<file path="config.mk">
export PLATFORM = sky130hd
export DESIGN_NAME = tlik_isqrt
export DESIGN_NICKNAME = d
export VERILOG_FILES = /design/src/design/tlik_pkg.sv /design/src/design/tlik_isqrt.sv
export SDC_FILE = /design/constraint.sdc
export NUM_CORES = 2
export LEC_CHECK = 0
export BUFFER_PORTS_ARGS = -buffer_cell sky130_fd_sc_hd__buf_2
export CELL_PAD_IN_SITES_DETAIL_PLACEMENT = 1
export CELL_PAD_IN_SITES_GLOBAL_PLACEMENT = 2
export CORE_MARGIN = 2
export CORE_UTILIZATION = 41
export DETAILED_ROUTE_END_ITERATION = 8
export PLACE_DENSITY = 0.85
export SLEW_MARGIN = 30
export SYNTH_ARGS = -nofsm -noshare
export SYNTH_HDL_FRONTEND = slang
export SYNTH_SLANG_ARGS = --single-unit
</file>
<file path="constraint.sdc">
create_clock -name clk -period 3.25 [get_ports clk]
set_input_delay 0.325 -clock clk [delete_from_list [all_inputs] [get_ports clk]]
set_output_delay 0.325 -clock clk [all_outputs]
set_load 0.01 [all_outputs]
</file>
<file path="src/design/tlik_pkg.sv">
// shared types, constants and the arctangent table for the two-link leg solver
// no dependencies
package tlik_pkg;

  localparam logic [0:0] CFG_UPPER = 1'b0;
  localparam logic [0:0] CFG_LOWER = 1'b1;

  localparam logic signed [27:0] PI_Q24      = 28'sd52707179;
  localparam logic signed [28:0] ROUND_HALF  = 29'sd2048;
  localparam logic signed [21:0] HALF_TURN_M1 = 22'sd12867;
  localparam logic [14:0]        TURN_Q12    = 15'd25736;
  localparam logic signed [21:0] TURN_BIAS   = 22'sd283096;
  localparam logic [17:0]        TURN_RECIP  = 18'd166885;
  localparam logic signed [20:0] ANG_MAX     = 21'sd262143;
  localparam logic signed [20:0] ANG_MIN     = -21'sd262144;

  localparam int unsigned CORDIC_STEPS = 24;
  localparam int unsigned SQRT_STEPS   = 28;

  typedef struct packed {
    logic signed [13:0] x;
    logic signed [13:0] y;
    logic signed [18:0] r1;
    logic signed [18:0] r2;
  } item_t;

  typedef struct packed {
    logic signed [13:0] x;
    logic signed [13:0] y;
    logic signed [29:0] num;
    logic               bad;
    logic signed [18:0] r1;
    logic signed [18:0] r2;
  } geo_t;

  typedef struct packed {
    logic               bad;
    logic signed [18:0] r1;
    logic signed [18:0] r2;
  } side_t;

  typedef struct packed {
    logic xneg;
    logic yneg;
    logic zero;
  } quad_t;

  function automatic logic signed [27:0] atan_q24(input logic [4:0] idx);
    logic signed [27:0] v;
    case (idx)
      5'd0:  v = 28'sd13176795;
      5'd1:  v = 28'sd7778716;
      5'd2:  v = 28'sd4110060;
      5'd3:  v = 28'sd2086331;
      5'd4:  v = 28'sd1047214;
      5'd5:  v = 28'sd524117;
      5'd6:  v = 28'sd262123;
      5'd7:  v = 28'sd131069;
      5'd8:  v = 28'sd65536;
      5'd9:  v = 28'sd32768;
      5'd10: v = 28'sd16384;
      5'd11: v = 28'sd8192;
      5'd12: v = 28'sd4096;
      5'd13: v = 28'sd2048;
      5'd14: v = 28'sd1024;
      5'd15: v = 28'sd512;
      5'd16: v = 28'sd256;
      5'd17: v = 28'sd128;
      5'd18: v = 28'sd64;
      5'd19: v = 28'sd32;
      5'd20: v = 28'sd16;
      5'd21: v = 28'sd8;
      5'd22: v = 28'sd4;
      5'd23: v = 28'sd2;
      default: v = 28'sd0;
    endcase
    return v;
  endfunction

endpackage

</file>
<file path="src/design/tlik_isqrt.sv">
// pipelined floor square root, one result bit per stage, 28 stages
// depends on tlik_pkg
module tlik_isqrt (
  input  logic        clk,
  input  logic        en,
  input  logic [55:0] rad_i,
  output logic [27:0] root_o
);

  logic [56:0] v_r   [0:tlik_pkg::SQRT_STEPS];
  logic [56:0] res_r [0:tlik_pkg::SQRT_STEPS];

  assign v_r[0]   = {1'b0, rad_i};
  assign res_r[0] = '0;

  for (genvar g = 0; g < tlik_pkg::SQRT_STEPS; g++) begin : g_step
    localparam logic [56:0] BIT = 57'(1) << (54 - 2 * g);
    logic [56:0] rb;
    assign rb = res_r[g] + BIT;
    always_ff @(posedge clk) begin
      if (en) begin
        if (v_r[g] >= rb) begin
          v_r[g+1]   <= v_r[g] - rb;
          res_r[g+1] <= (res_r[g] >> 1) + BIT;
        end else begin
          v_r[g+1]   <= v_r[g];
          res_r[g+1] <= res_r[g] >> 1;
        end
      end
    end
  end

  assign root_o = res_r[tlik_pkg::SQRT_STEPS][27:0];

endmodule

</file>
==> impl_metrics.ini <==
[run_status]
status = finished, violations left
failed_checks = negative setup slack

[finish]
final_core_utilization_pct = 49.6
area_growth_syn_to_layout_pct = 20.3
post_route_cells_drive_above_1_share_pct = 17.7
num-nets-final = 8856
finish.cell_count_without_fillers = 11600

[cts]
tritoncts = yes
cts_max_level = 4
buffers_from_clock_root_to_sink_at_most = 3
clkSlewWorstSetupHoldPaths_ns = 0.07
clkSinkCount = 1945
root_buffer = sky130_fd_sc_hd__clkbuf_16
cts_buffers = 207
clk_latency_ns = 0.96

[routing]
totalWireLength_mm = 277
detail_route.first_pass.iterations = 6
detail_route.wl_per_cell_um = 23.9
vias_per_cell = 5.60
drt.antenna.violating_nets = 0
drtIter0Drc = 4977
vias = 64800
route.detailed.drc = 0

[place]
portBuffers = 85
gp_congestion = 0.884
post-place-cells = 11000
dp_hpwl_mm = 200

[global_route]
global_route.overflow_total = 0
antenna_found_initial = 11
grt_pass1_wl_mm = 414
global_route.usage.total_pct = 23.2
first_global_vias = 68400
maximum_number_of_pins_on_one_net_before_global_route_repair = 158

[yosys]
netlist_area_um2 = 93800
synthTopCellsByArea = sky130_fd_sc_hd__edfxtp_1 62%, sky130_fd_sc_hd__ha_1 5.8%, sky130_fd_sc_hd__xnor2_1 3.5%
sequential_to_total_area_share_from_yosys_stat_pct = 62.3
synth_cell_type_count = 96
synthesis.instances = 7462
count_of_flip_flops_with_a_built_in_enable_after_synthesis = 1945
synthesis.area_per_instance_um2 = 12.6
synth_fp_nets = 7952
yosys.area.top_type_share_pct = 62.3
synth_warnings = 0
synth.ff_latch_count = 1945
area_leader_netlist = sky130_fd_sc_hd__edfxtp_1
async_flop_share_pct = 0
ys_dominant_reg_cell = sky130_fd_sc_hd__edfxtp_1

[floorplan]
core.rowCount = 175
chipHeight_um = 482
area_of_the_core_um2 = 227000
pin_count = 86
chipWidth_um = 482
design.die.area_um2 = 233000
effective_utilization_at_floorplan_pct = 41.2

[critical_path]
worstPathBufferInverterCount = 1
timing.critical_path.to_type = flip-flop
critPathArrivalTime_ns = 3.90
path_max_fanout = 6
critPathSlowestCell = sky130_fd_sc_hd__or4_4
crit_type = flip-flop to flip-flop
crit_path_max_incr_delay_ns = 0.51
critPathLaunchType = flip-flop
critical-path-top-delay-family = simple AND/OR/NAND/NOR gates
worstPathRequired_ns = 3.83
critical_path.cell_chain = nor4_4 > nand2_2 > or4_4 > or3_4 > or4_4 > or3_4 > clkbuf_16 > mux2_2

[timing]
slew_violations = 0
timing.max_slew.rel_slack_pct = 43.0
worstMarginPinSlew_ns = 0.855
timing.final.setup_violations = 15
clock.fmax_mhz = 301
layout_setup_ws_ns = -0.0719
final.period_utilization_pct = 102
grt_setup_unrepaired = true
timing.final.hold_violations = 0
fin_skew_ns = 0.112
final_critical_path_required_period_ns = 3.32

[power_and_ir_drop]
power_per_standard_cell_area_nw_per_um2 = 677
ir_worst_vdd_mv = 0.545
leakage_nw = 42.6

[flow_run]
maxCapViolations = 0

[worst_hold_path]
holdCritPathClass = input port to flip-flop
-- cells in the mapped netlist (all sizes together) (46+ instances only) --
| cell type | n |
|---|---|
| inv | 527 |
| edfxtp | 1945 |
| nor4 | 276 |
| xor2 | 314 |
| nand4 | 135 |
| a21oi | 452 |
| ha | 432 |
| nand2 | 480 |
| nor2b | 54 |
| nand2b | 85 |
| xnor2 | 374 |
| or3 | 89 |
| nor3 | 199 |
| mux2 | 65 |
| nor2 | 462 |
| o21a | 74 |
| o21ai | 338 |
| clkbuf | 130 |
| nor4b | 50 |
| nand3 | 143 |
| a21o | 125 |
| a211oi | 46 |
| or4 | 59 |
-- per-layer routing --
layer | vias up | GRT usage (%) | share of wire [%] | routed length, um
met5 | - | 0 | 0.014 | 38
met4 | 4 | 7.35 | 3.0 | 8320
met3 | 467 | 3.04 | 4.7 | 13100
met2 | 1688 | 42.2 | 52 | 144000
met1 | 32700 | 28.2 | 40 | 111000
li1 | 29900 | - | - | -
-- registers in the layout, indices dropped and copies added (netlist names) --
signal / cells
res_r: 378
root_o: 28
v_r: 1539
-- worst reg2reg max path: cells and delay by family (launching register included) --
kind                   cells  cell delay (ns)
buffers and inverters      1             0.21
DFF                        1             0.43
and+or+nand+nor            6             2.14
muxes                      1             0.29
-- timing repair --
| item | CTS | global route |
|---|---|---|
| buffers inserted | 11 | 48 |
| gates cloned | 1 | 5 |
| endpoints found under the setup margin | 310 | 484 |
| hold buffers | 57 | 0 |
| gates resized for setup | 89 | 256 |
| pin swaps | 22 | 60 |
| hold endpoints to repair | 161 | 0 |
-- report_power, final --
group | switching [mW] | total (mW) | internal (mW)
Clock | 10.8 | 25.4 | 14.6
Combinational | 9.56 | 16.9 | 7.38
Sequential | 2.63 | 34.2 | 31.5
Total | 23.0 | 76.5 | 53.5
-- area by class of cell --
class / instances / area [um^2]
Clock buffer: 231 / 5270
Inverter: 527 / 1980
Multi-Input combinational cell: 4836 / 34600
Tap cell: 3009 / 3760
Sequential cell: 1945 / 58400
Antenna cell: 5 / 12.5
Clock inverter: 158 / 2070
Timing Repair Buffer: 849 / 6790
Fill cell: 23200 / 115000
-- placed cells by master (no fill, tap or decap), types with 74 or more instances in the layout --
master	n
sky130_fd_sc_hd__a21o_1	125
sky130_fd_sc_hd__a21oi_1	434
sky130_fd_sc_hd__buf_2	85
sky130_fd_sc_hd__buf_4	659
sky130_fd_sc_hd__clkbuf_16	209
sky130_fd_sc_hd__edfxtp_1	1945
sky130_fd_sc_hd__ha_1	404
sky130_fd_sc_hd__inv_1	521
sky130_fd_sc_hd__nand2_1	477
sky130_fd_sc_hd__nand2b_1	85
sky130_fd_sc_hd__nand3_1	138
sky130_fd_sc_hd__nand4_1	134
sky130_fd_sc_hd__nor2_1	449
sky130_fd_sc_hd__nor3_1	186
sky130_fd_sc_hd__nor4_1	213
sky130_fd_sc_hd__o21a_1	74
sky130_fd_sc_hd__o21ai_0	315
sky130_fd_sc_hd__or3_1	82
sky130_fd_sc_hd__xnor2_1	372
sky130_fd_sc_hd__xor2_1	314
-- path summary, 6_finish.rpt --
check                           slack (ns)                   to          startpoint  cells after the start
worst min register to register        0.42   v_r[643]$_DFFE_PP_  v_r[700]$_DFFE_PP_                      0
worst max-delay path                 -0.07   v_r[483]$_DFFE_PP_  v_r[561]$_DFFE_PP_                      8
worst min-delay path                  0.10  v_r[1579]$_DFFE_PP_           rad_i[40]                      2
worst max register to register       -0.07   v_r[483]$_DFFE_PP_  v_r[561]$_DFFE_PP_                      8
-- cells by family (layout without fill, tap and decap cells) --
| group | count (synthesis) | count (layout) | share of synthesized area [%] |
|---|---|---|---|
| AND/OR/NAND/NOR | 2265 | 2266 | 12.8 |
| flip-flops | 1945 | 1945 | 62.3 |
| AO/OA/AOI/OAI | 1373 | 1374 | 9.07 |
| XOR/XNOR | 688 | 688 | 6.42 |
| buffers and inverters | 683 | 1765 | 2.80 |
| adder cells (fa/ha/maj) | 432 | 432 | 5.76 |
| multiplexers | 76 | 76 | 0.918 |
| other | 0 | 5 | 0 |
-- per-stage QoR --
stage               cell area, um^2   TNS, ns  total power, mW  hold WS, ns  worst slack [ns]
floorplan                     93800  -0.00785             43.0        0.417          -0.00157
global placement             103000    -14.56             49.7        0.424            -0.592
detailed placement           103000    -22.12             50.3        0.429            -0.558
CTS                          111000   -0.0211             75.9       0.0329           -0.0126
global route                 113000     -3.16             79.5       0.0788            -0.171
finish                       113000    -0.541             76.5        0.102           -0.0719
Power figures use the tool's default switching activity.
